`config.mk`:
```
export PLATFORM = sky130hd
export DESIGN_NAME = lfu_cache_table_unit
export DESIGN_NICKNAME = d
export VERILOG_FILES = /design/src/hdl/lfu_pkg.sv /design/src/hdl/lfu_ctrl.sv /design/src/hdl/lfu_dp.sv /design/src/hdl/lfu_cache_table_unit.sv
export SDC_FILE = /design/constraint.sdc
export NUM_CORES = 2
export LEC_CHECK = 0
export BUFFER_PORTS_ARGS = -buffer_cell sky130_fd_sc_hd__buf_2
export CAP_MARGIN = 0
export CORE_AREA = 2 2 283 425
export CTS_CLUSTER_DIAMETER = 60
export DETAILED_ROUTE_END_ITERATION = 10
export DIE_AREA = 0 0 285 427
export GPL_ROUTABILITY_DRIVEN = 0
export PLACE_DENSITY = 0.79
export SYNTH_ARGS = -nofsm -noshare
export SYNTH_HDL_FRONTEND = slang
export SYNTH_SLANG_ARGS = --single-unit
```
`constraint.sdc`:
```
create_clock -name clk -period 9.3 [get_ports clk]
set_input_delay 0.93 -clock clk [delete_from_list [all_inputs] [get_ports clk]]
set_output_delay 0.93 -clock clk [all_outputs]
set_load 0.1 [all_outputs]
```
`src/hdl/lfu_pkg.sv`:
```
// ----------------------------------------------------------------------------
// lfu_pkg
// Shared constants, state encoding and controller/datapath interface types
// for the least-frequently-used cache table.
// ----------------------------------------------------------------------------
`default_nettype none

package lfu_pkg;

	localparam int MAX_ENTRIES = 16;
	localparam int IDX_W       = (MAX_ENTRIES > 1) ? $clog2(MAX_ENTRIES) : 1;
	localparam int CNT_W       = $clog2(MAX_ENTRIES + 1);
	localparam int KEY_W       = 32;
	localparam int DATA_W      = 32;
	localparam int USE_W       = 32;
	localparam int CAP_W       = 5;
	localparam logic [CAP_W-1:0] CAP_RESET = CAP_W'(16);

	localparam logic OP_GET = 1'b0;
	localparam logic OP_SET = 1'b1;

	typedef enum logic [3:0] {
		ST_IDLE,
		ST_FIND,
		ST_DECIDE,
		ST_TOUCH,
		ST_APPLY,
		ST_EVCHK,
		ST_EVICT,
		ST_SLOT,
		ST_INSERT,
		ST_RESULT
	} state_t;

	typedef struct packed {
		logic load;
		logic clear;
		logic find;
		logic touch;
		logic apply;
		logic evict;
		logic slot;
		logic insert;
		logic emit;
	} cmd_t;

	typedef struct packed {
		logic last;
		logic hit;
		logic is_set;
		logic need_evict;
		logic out_valid;
	} sts_t;

endpackage

`default_nettype wire

```
`src/hdl/lfu_ctrl.sv`:
```
// ----------------------------------------------------------------------------
// lfu_ctrl
// Sequencer for the cache table: steps the datapath through lookup, count
// bump, eviction and insertion walks, and hands off results.
// ----------------------------------------------------------------------------
`default_nettype none

module lfu_ctrl import lfu_pkg::*; (
	input  wire logic clk,
	input  wire logic arst_n,
	input  wire logic in_valid,
	output logic      in_ready,
	input  wire logic out_ready,
	input  wire sts_t sts,
	output cmd_t      cmd
);

	state_t state_q, state_d;

	always_ff @(posedge clk or negedge arst_n) begin
		if (!arst_n) begin
			state_q <= ST_IDLE;
		end else begin
			state_q <= state_d;
		end
	end

	always_comb begin
		state_d  = state_q;
		cmd      = '0;
		in_ready = 1'b0;
		unique case (state_q)
			ST_IDLE: begin
				in_ready = 1'b1;
				if (in_valid) begin
					cmd.load = 1'b1;
					state_d  = ST_FIND;
				end
			end
			ST_FIND: begin
				cmd.find = 1'b1;
				if (sts.last) begin
					state_d = ST_DECIDE;
				end
			end
			ST_DECIDE: begin
				cmd.clear = 1'b1;
				if (sts.hit) begin
					state_d = ST_TOUCH;
				end else if (sts.is_set) begin
					state_d = ST_EVCHK;
				end else begin
					state_d = ST_RESULT;
				end
			end
			ST_TOUCH: begin
				cmd.touch = 1'b1;
				if (sts.last) begin
					state_d = ST_APPLY;
				end
			end
			ST_APPLY: begin
				cmd.apply = 1'b1;
				state_d   = sts.is_set ? ST_IDLE : ST_RESULT;
			end
			ST_EVCHK: begin
				cmd.clear = 1'b1;
				state_d   = sts.need_evict ? ST_EVICT : ST_SLOT;
			end
			ST_EVICT: begin
				cmd.evict = 1'b1;
				if (sts.last) begin
					state_d = ST_EVCHK;
				end
			end
			ST_SLOT: begin
				cmd.slot = 1'b1;
				if (sts.last) begin
					state_d = ST_INSERT;
				end
			end
			ST_INSERT: begin
				cmd.insert = 1'b1;
				state_d    = ST_IDLE;
			end
			ST_RESULT: begin
				if (!sts.out_valid || out_ready) begin
					cmd.emit = 1'b1;
					state_d  = ST_IDLE;
				end
			end
			default: begin
				state_d = ST_IDLE;
			end
		endcase
	end

endmodule

`default_nettype wire

```
`src/hdl/lfu_dp.sv`:
```
// ----------------------------------------------------------------------------
// lfu_dp
// Entry storage, walk counter, capacity register and output register of the
// cache table; performs one walk step per cycle on command.
// ----------------------------------------------------------------------------
`default_nettype none

module lfu_dp import lfu_pkg::*; (
	input  wire logic              clk,
	input  wire logic              arst_n,
	input  wire cmd_t              cmd,
	output sts_t                   sts,
	input  wire logic              in_op,
	input  wire logic [KEY_W-1:0]  in_key,
	input  wire logic [DATA_W-1:0] in_value,
	input  wire logic              cfg_we,
	input  wire logic [CAP_W-1:0]  cfg_cap,
	input  wire logic              out_ready,
	output logic                   out_valid,
	output logic                   out_hit,
	output logic [DATA_W-1:0]      out_value
);

	logic [MAX_ENTRIES-1:0] valid_q;
	logic [KEY_W-1:0]       key_q   [MAX_ENTRIES];
	logic [DATA_W-1:0]      data_q  [MAX_ENTRIES];
	logic [USE_W-1:0]       uses_q  [MAX_ENTRIES];
	logic [IDX_W-1:0]       rank_q  [MAX_ENTRIES];
	logic [CNT_W-1:0]       occ_q;
	logic [CAP_W-1:0]       cap_q;

	logic                   op_q;
	logic [KEY_W-1:0]       in_key_q;
	logic [DATA_W-1:0]      in_value_q;

	logic [IDX_W-1:0]       idx_q;
	logic [CNT_W-1:0]       cnt_q;
	logic                   flag_q;
	logic                   hit_q;
	logic [IDX_W-1:0]       slot_q;
	logic [DATA_W-1:0]      hit_data_q;
	logic [USE_W-1:0]       uses_new_q;
	logic [IDX_W-1:0]       hit_rank_q;

	logic                   out_valid_q;
	logic                   out_hit_q;
	logic [DATA_W-1:0]      out_value_q;

	logic                   last;
	logic [CNT_W-1:0]       eff_cap;
	logic                   cur_valid;
	logic [KEY_W-1:0]       cur_key;
	logic [USE_W-1:0]       cur_uses;
	logic [IDX_W-1:0]       cur_rank;

	assign last      = (idx_q == IDX_W'(MAX_ENTRIES - 1));
	assign cur_valid = valid_q[idx_q];
	assign cur_key   = key_q[idx_q];
	assign cur_uses  = uses_q[idx_q];
	assign cur_rank  = rank_q[idx_q];

	// zero reads as one, anything past the table size clamps to it
	always_comb begin
		if (cap_q == '0) begin
			eff_cap = CNT_W'(1);
		end else if (32'(cap_q) > 32'(MAX_ENTRIES)) begin
			eff_cap = CNT_W'(MAX_ENTRIES);
		end else begin
			eff_cap = CNT_W'(cap_q);
		end
	end

	assign sts.last       = last;
	assign sts.hit        = hit_q;
	assign sts.is_set     = (op_q == OP_SET);
	assign sts.need_evict = (occ_q >= eff_cap) && (occ_q != '0);
	assign sts.out_valid  = out_valid_q;

	assign out_valid = out_valid_q;
	assign out_hit   = out_hit_q;
	assign out_value = out_value_q;

	// control state
	always_ff @(posedge clk or negedge arst_n) begin
		if (!arst_n) begin
			valid_q     <= '0;
			occ_q       <= '0;
			cap_q       <= CAP_RESET;
			idx_q       <= '0;
			cnt_q       <= '0;
			flag_q      <= 1'b0;
			hit_q       <= 1'b0;
			out_valid_q <= 1'b0;
		end else begin
			if (cfg_we) begin
				cap_q <= cfg_cap;
			end
			if (cmd.load || cmd.clear) begin
				idx_q  <= '0;
				cnt_q  <= '0;
				flag_q <= 1'b0;
			end else if (cmd.find || cmd.touch || cmd.evict || cmd.slot) begin
				idx_q <= idx_q + IDX_W'(1);
			end
			if (cmd.load) begin
				hit_q <= 1'b0;
			end
			if (cmd.find && cur_valid && (cur_key == in_key_q) && !hit_q) begin
				hit_q <= 1'b1;
			end
			if (cmd.touch && (idx_q != slot_q) && cur_valid && (cur_rank < hit_rank_q)
					&& (cur_uses > uses_new_q)) begin
				cnt_q <= cnt_q + CNT_W'(1);
			end
			if (cmd.evict) begin
				if (cur_valid && (CNT_W'(cur_rank) == occ_q - CNT_W'(1)) && !flag_q) begin
					valid_q[idx_q] <= 1'b0;
					flag_q         <= 1'b1;
				end
				if (last) begin
					occ_q <= occ_q - CNT_W'(1);
				end
			end
			if (cmd.slot) begin
				if (cur_valid) begin
					if (cur_uses != '0) begin
						cnt_q <= cnt_q + CNT_W'(1);
					end
				end else if (!flag_q) begin
					flag_q <= 1'b1;
				end
			end
			if (cmd.insert && flag_q) begin
				valid_q[slot_q] <= 1'b1;
				occ_q           <= occ_q + CNT_W'(1);
			end
			if (cmd.emit) begin
				out_valid_q <= 1'b1;
			end else if (out_ready) begin
				out_valid_q <= 1'b0;
			end
		end
	end

	// payload
	always_ff @(posedge clk) begin
		if (cmd.load) begin
			op_q       <= in_op;
			in_key_q   <= in_key;
			in_value_q <= in_value;
		end
		if (cmd.find && cur_valid && (cur_key == in_key_q) && !hit_q) begin
			slot_q     <= idx_q;
			hit_data_q <= data_q[idx_q];
			uses_new_q <= (cur_uses == '1) ? cur_uses : cur_uses + USE_W'(1);
			hit_rank_q <= cur_rank;
		end
		if (cmd.slot && !cur_valid && !flag_q) begin
			slot_q <= idx_q;
		end
		if (cmd.apply) begin
			for (int i = 0; i < MAX_ENTRIES; i++) begin
				if ((IDX_W'(i) != slot_q) && valid_q[i]
						&& (CNT_W'(rank_q[i]) >= cnt_q) && (rank_q[i] < hit_rank_q)) begin
					rank_q[i] <= rank_q[i] + IDX_W'(1);
				end
			end
			rank_q[slot_q] <= IDX_W'(cnt_q);
			uses_q[slot_q] <= uses_new_q;
			if (op_q == OP_SET) begin
				data_q[slot_q] <= in_value_q;
			end
		end
		if (cmd.insert && flag_q) begin
			for (int i = 0; i < MAX_ENTRIES; i++) begin
				if (valid_q[i] && (CNT_W'(rank_q[i]) >= cnt_q)) begin
					rank_q[i] <= rank_q[i] + IDX_W'(1);
				end
			end
			rank_q[slot_q] <= IDX_W'(cnt_q);
			key_q[slot_q]  <= in_key_q;
			data_q[slot_q] <= in_value_q;
			uses_q[slot_q] <= '0;
		end
		if (cmd.emit) begin
			out_hit_q   <= hit_q;
			out_value_q <= hit_q ? hit_data_q : '1;
		end
	end

	a_occ_bound: assert property (@(posedge clk) disable iff (!arst_n)
		32'(occ_q) <= 32'(MAX_ENTRIES))
		else $error("occupancy beyond table size");

	a_occ_matches_valid: assert property (@(posedge clk) disable iff (!arst_n)
		!cmd.evict |-> ($countones(valid_q) == 32'(occ_q)))
		else $error("occupancy out of step with valid entries");

	a_insert_grows: assert property (@(posedge clk) disable iff (!arst_n)
		(cmd.insert && flag_q) |=> (occ_q == $past(occ_q) + CNT_W'(1)))
		else $error("insert did not add an entry");

	a_evict_frees: assert property (@(posedge clk) disable iff (!arst_n)
		(cmd.evict && last) |=> (occ_q == $past(occ_q) - CNT_W'(1)))
		else $error("eviction walk did not remove an entry");

endmodule

`default_nettype wire

```
`src/hdl/lfu_cache_table_unit.sv`:
```
// ----------------------------------------------------------------------------
// lfu_cache_table_unit
// Key-value cache table with least-frequently-used replacement.
// ----------------------------------------------------------------------------
// Input words arrive on s_axis: tuser is the operation (get or set), tdata
// holds the key and the value. A get yields one word on m_axis (tuser = hit,
// tdata = stored value or all ones on a miss); a set yields nothing.
// The capacity register is written through cfg_valid/cfg_data; the user
// must write it only while idle, as the block does not enforce this. One
// word is processed at a time. Every item walks all 16 entries once to
// look up its key. A hit then walks them again to re-rank the bumped entry.
// A set on a new key walks them once for each entry evicted and once more
// to find a free slot. The result sits in an output register, so a new
// word is accepted while it waits; if the receiver stalls, the next get
// waits in its result state until that register frees. Reset empties the
// table and sets capacity to 16.
// ----------------------------------------------------------------------------
`default_nettype none

module lfu_cache_table_unit import lfu_pkg::*; (
	input  wire logic                   clk,
	input  wire logic                   arst_n,
	input  wire logic                   s_axis_tvalid,
	output logic                        s_axis_tready,
	input  wire logic [KEY_W+DATA_W-1:0] s_axis_tdata,  // key, value
	input  wire logic                   s_axis_tuser,  // operation
	output logic                        m_axis_tvalid,
	input  wire logic                   m_axis_tready,
	output logic [DATA_W-1:0]           m_axis_tdata,  // read_value
	output logic                        m_axis_tuser,  // hit
	input  wire logic                   cfg_valid,
	output logic                        cfg_ready,
	input  wire logic [CAP_W-1:0]       cfg_data       // capacity_in_use
);

	cmd_t cmd;
	sts_t sts;

	assign cfg_ready = 1'b1;

	lfu_ctrl u_ctrl (
		.clk      (clk),
		.arst_n   (arst_n),
		.in_valid (s_axis_tvalid),
		.in_ready (s_axis_tready),
		.out_ready(m_axis_tready),
		.sts      (sts),
		.cmd      (cmd)
	);

	lfu_dp u_dp (
		.clk      (clk),
		.arst_n   (arst_n),
		.cmd      (cmd),
		.sts      (sts),
		.in_op    (s_axis_tuser),
		.in_key   (s_axis_tdata[KEY_W-1:0]),
		.in_value (s_axis_tdata[KEY_W+DATA_W-1:KEY_W]),
		.cfg_we   (cfg_valid),
		.cfg_cap  (cfg_data),
		.out_ready(m_axis_tready),
		.out_valid(m_axis_tvalid),
		.out_hit  (m_axis_tuser),
		.out_value(m_axis_tdata)
	);

endmodule

`default_nettype wire

```
==> flow_metrics.tcl <==
set metrics [dict create \
    comb_power_share 0.202 \
    synth-edff-count 1770 \
    grt_pass1_wl_um 258700 \
    syn-cell-area_um2 74070 \
    yosys.area_share.xor_xnor 0.01201 \
    reg2reg_from "u_dp.idx_q[0]" \
    synth_seq_cells 1812 \
    design_area_um2 81650 \
    max_cap_violations 0 \
    dpl_cell_area_um2 76640 \
    seq_power_share 0.478 \
    cts_root_buf "clkbuf_16" \
    final.setup.tns_ns 0 \
    nets 4130 \
    antenna_found_initial 5 \
    dr.max_layer_used "met5" \
    dp.cells 5289 \
    rsz0062_at_grt "no" \
    routedWlPerCell_um 31.52 \
    numCtsBuffers 157 \
    totalWireLength_um 175700 \
    rr_worst_depth 9 \
    synth-compound-area-share 0.02976 \
    drtIter0Drc 4748 \
    postCtsHoldBufs 0 \
    syn_to_final_growth_pct 10.22 \
    cts_setup_buffers 0 \
    synthMuxAreaShare 0.1464 \
    wl_met2_um 89730 \
    fmax_mhz 167.9 \
    synth.distinct_cells 72 \
    final_cells 5574 \
    clkLatencyLatePin_ns 0.81 \
    ant_nets 0 \
    worst_pin_slew_ns 1.132 \
    p_int_mw 14.70 \
    die_x_um 285 \
    synth_cells 3702 \
    start_kind "register" \
    end_kind "register" \
    grt_pass1_vias 39360 \
    post_synth.cell_area_avg_um2 20.01 \
    dp_hpwl_um 89260 \
    maxSlewHeadroom 0.2382 \
    clock_skew_ns 0.04208 \
    power.switching_mw 5.454 \
    yosys.area_share.simple 0.03415 \
    fillers 7051 \
    min_path_type "in -> async" \
    p_clk_frac 0.320 \
    drc 0 \
    swShare 0.2706 \
    cts_resized 0 \
    finalHoldViolCount 0 \
    final_common_cell "edfxtp_1" \
    rows 155 \
    cts.clk_slew.worst_paths_ns 0.07 \
    routed_via_density 6.809 \
    synth_fa_ha_area_frac 0.02990 \
    required_ns 9.72 \
    synth_async_sr_flop_share 0.02318 \
    core_um2 118300 \
    portBuffers 109 \
    drive_above_1_share 0.2399 \
    clock_sinks 1812 \
    firstDrtPassIters 8 \
    synth_nets 3954 \
    ys.flop_type "edfxtp_1" \
    yosys_warnings 0 \
    cp_slowest_cell "nor4_1" \
    die_h_um 427 \
    tritoncts "yes" \
    cts-htree-levels 4 \
    grt_max_degree 114 \
    status "completed" \
    vias 37960 \
    start_util 0.6262 \
    cp.arrival_ns 6.38 \
    synth_top_family_by_area "multiplexers" \
    slew_viol_final 0 \
    cp_slowest_stage_delay_ns 0.99 \
    die_area_um2 121700 \
    finalCritPeriodShare 0.6403 \
    worst_ir_drop_vdd_v 0.0002492 \
    rrSetupSlack_ns 3.35 \
    grt_util_all_layers 0.2948 \
    pin_count 111 \
    place_ws_ns 3.426 \
    pwr_density_cell_nw_per_um2 246.8 \
    crit_chain "buf_12, mux4_2, mux4_2, xor2_1, nor4_1, o2111ai_1, a2111oi_4, buf_4, buf_4" \
    final_cell_mix "edfxtp_1, mux4_2, ha_1" \
    setup_viol 0 \
    clock_path_buffers 3 \
    routed-wl-met3_um 14530 \
    crit_type "reg -> reg" \
    cp_max_fo 62 \
    gr-total-overflow 0 \
    period_needed_ns 5.955 \
    leakage_nw 26.33 \
    met1Wirelength_um 62250 \
    ys_seq_area_frac 0.7317 \
    reg2reg_to "u_dp.hit_data_q[23]" \
    layout_setup_ws_ns 3.345 \
]
[per-layer routing]
metal / vias up / track usage
met5: - / 0
met4: 6 / 0.1457
met3: 531 / 0.04851
met2: 2285 / 0.4955
met1: 19630 / 0.3785
li1: 15500 / -
[power by group through the flow]
stage	registers (mW)	logic (mW)	clock network (mW)
final	9.63	4.08	6.44
after floorplan	9.70	3.19	0
after global placement	9.77	3.97	0
after detailed placement	9.80	4.03	0
after global routing	9.66	4.36	6.77
after CTS	9.63	4.12	6.50
[cell type report]
| cell class | instances | area [um2] | area share |
|---|---|---|---|
| inverters | 77 | 291.5 | 0.003571 |
| clock inverters | 100 | 893.4 | 0.01094 |
| flip-flops and latches | 1812 | 54220 | 0.6641 |
| repair buffers | 186 | 1174 | 0.01437 |
| clock buffers | 183 | 4111 | 0.05036 |
| multi-input cells | 1644 | 18990 | 0.2326 |
| well taps | 1570 | 1964 | 0.02406 |
| diodes | 2 | 5.005 | 0.00006130 |
[worst max-delay path by stage]
stage	startpoint	endpoint	cells past startpoint
floorplan	u_dp.idx_q[0]	u_dp.slot_q[0]	12
global placement	u_dp.idx_q[0]	u_dp.uses_new_q[13]	9
detailed placement	u_dp.idx_q[0]	u_dp.uses_new_q[1]	9
CTS	u_dp.idx_q[0]	u_dp.hit_data_q[23]	9
global route	u_dp.idx_q[0]	u_dp.hit_data_q[23]	9
finish	u_dp.idx_q[0]	u_dp.hit_data_q[23]	9
[worst max-delay path: cells and delay by family, from the launching register on]
family                 cells  cell delay, ns
flip-flops                 1            0.70
AND/OR/NAND/NOR            1            0.99
AO/OA/AOI/OAI              2            0.69
XOR/XNOR                   1            0.19
multiplexers               2            1.07
buffers and inverters      3            1.74
[Yosys cell counts (all sizes together) (11+ instances only)]
| library cell | number | area (um2) |
|---|---|---|
| xnor2 | 61 | 534.3 |
| nand2 | 128 | 480.5 |
| nor2b | 31 | 193.9 |
| nor2 | 135 | 506.7 |
| nor4 | 18 | 112.6 |
| mux4 | 459 | 10340 |
| mux2i | 38 | 380.4 |
| edfxtp | 1770 | 53150 |
| ha | 177 | 2215 |
| mux2 | 11 | 123.9 |
| a21oi | 84 | 420.4 |
| a31oi | 15 | 100.1 |
| a21boi | 12 | 93.84 |
| inv | 75 | 281.5 |
| xor2 | 38 | 332.8 |
| dfrtp | 41 | 1026 |
| a22oi | 59 | 442.9 |
| clkbuf | 68 | 255.2 |
| nor3 | 21 | 110.1 |
| nand3 | 39 | 195.2 |
| o21ai | 87 | 435.4 |
| buf | 101 | 643.1 |
| nand2b | 77 | 481.7 |
| o211ai | 14 | 105.1 |
| nand4 | 23 | 143.9 |
| a21o | 30 | 225.2 |
[cells by family (layout without fill, tap and decap cells)]
kind of cell | after synthesis | after routing
multiplexers | 508 | 508
XOR/XNOR | 100 | 100
adder cells (fa/ha/maj) | 177 | 177
buffers and inverters | 246 | 546
other | 1 | 3
flip-flops | 1812 | 1812
AO/OA/AOI/OAI | 345 | 345
AND/OR/NAND/NOR | 513 | 513
[state kept, by name, indices dropped and copies added, names as in the netlist, 32 cells and up]
name             count
u_dp.uses_new_q     32
u_dp.in_key_q       32
u_dp.in_value_q     32
u_dp.rank_q         64
u_dp.data_q        512
u_dp.key_q         512
u_dp.uses_q        512
u_dp.out_value      32
u_dp.hit_data_q     32
[stage by stage]
step | utilization | total power, mW | hold WS (ns)
finish | 0.6902 | 20.15 | 0.2037
global route | 0.6901 | 20.79 | 0.2336
CTS | 0.6901 | 20.25 | 0.1935
detailed placement | 0.6478 | 13.83 | 0.4892
global placement | 0.6478 | 13.74 | 0.4849
floorplan | - | 12.89 | 0.4231
Power figures use the tool's default switching activity.
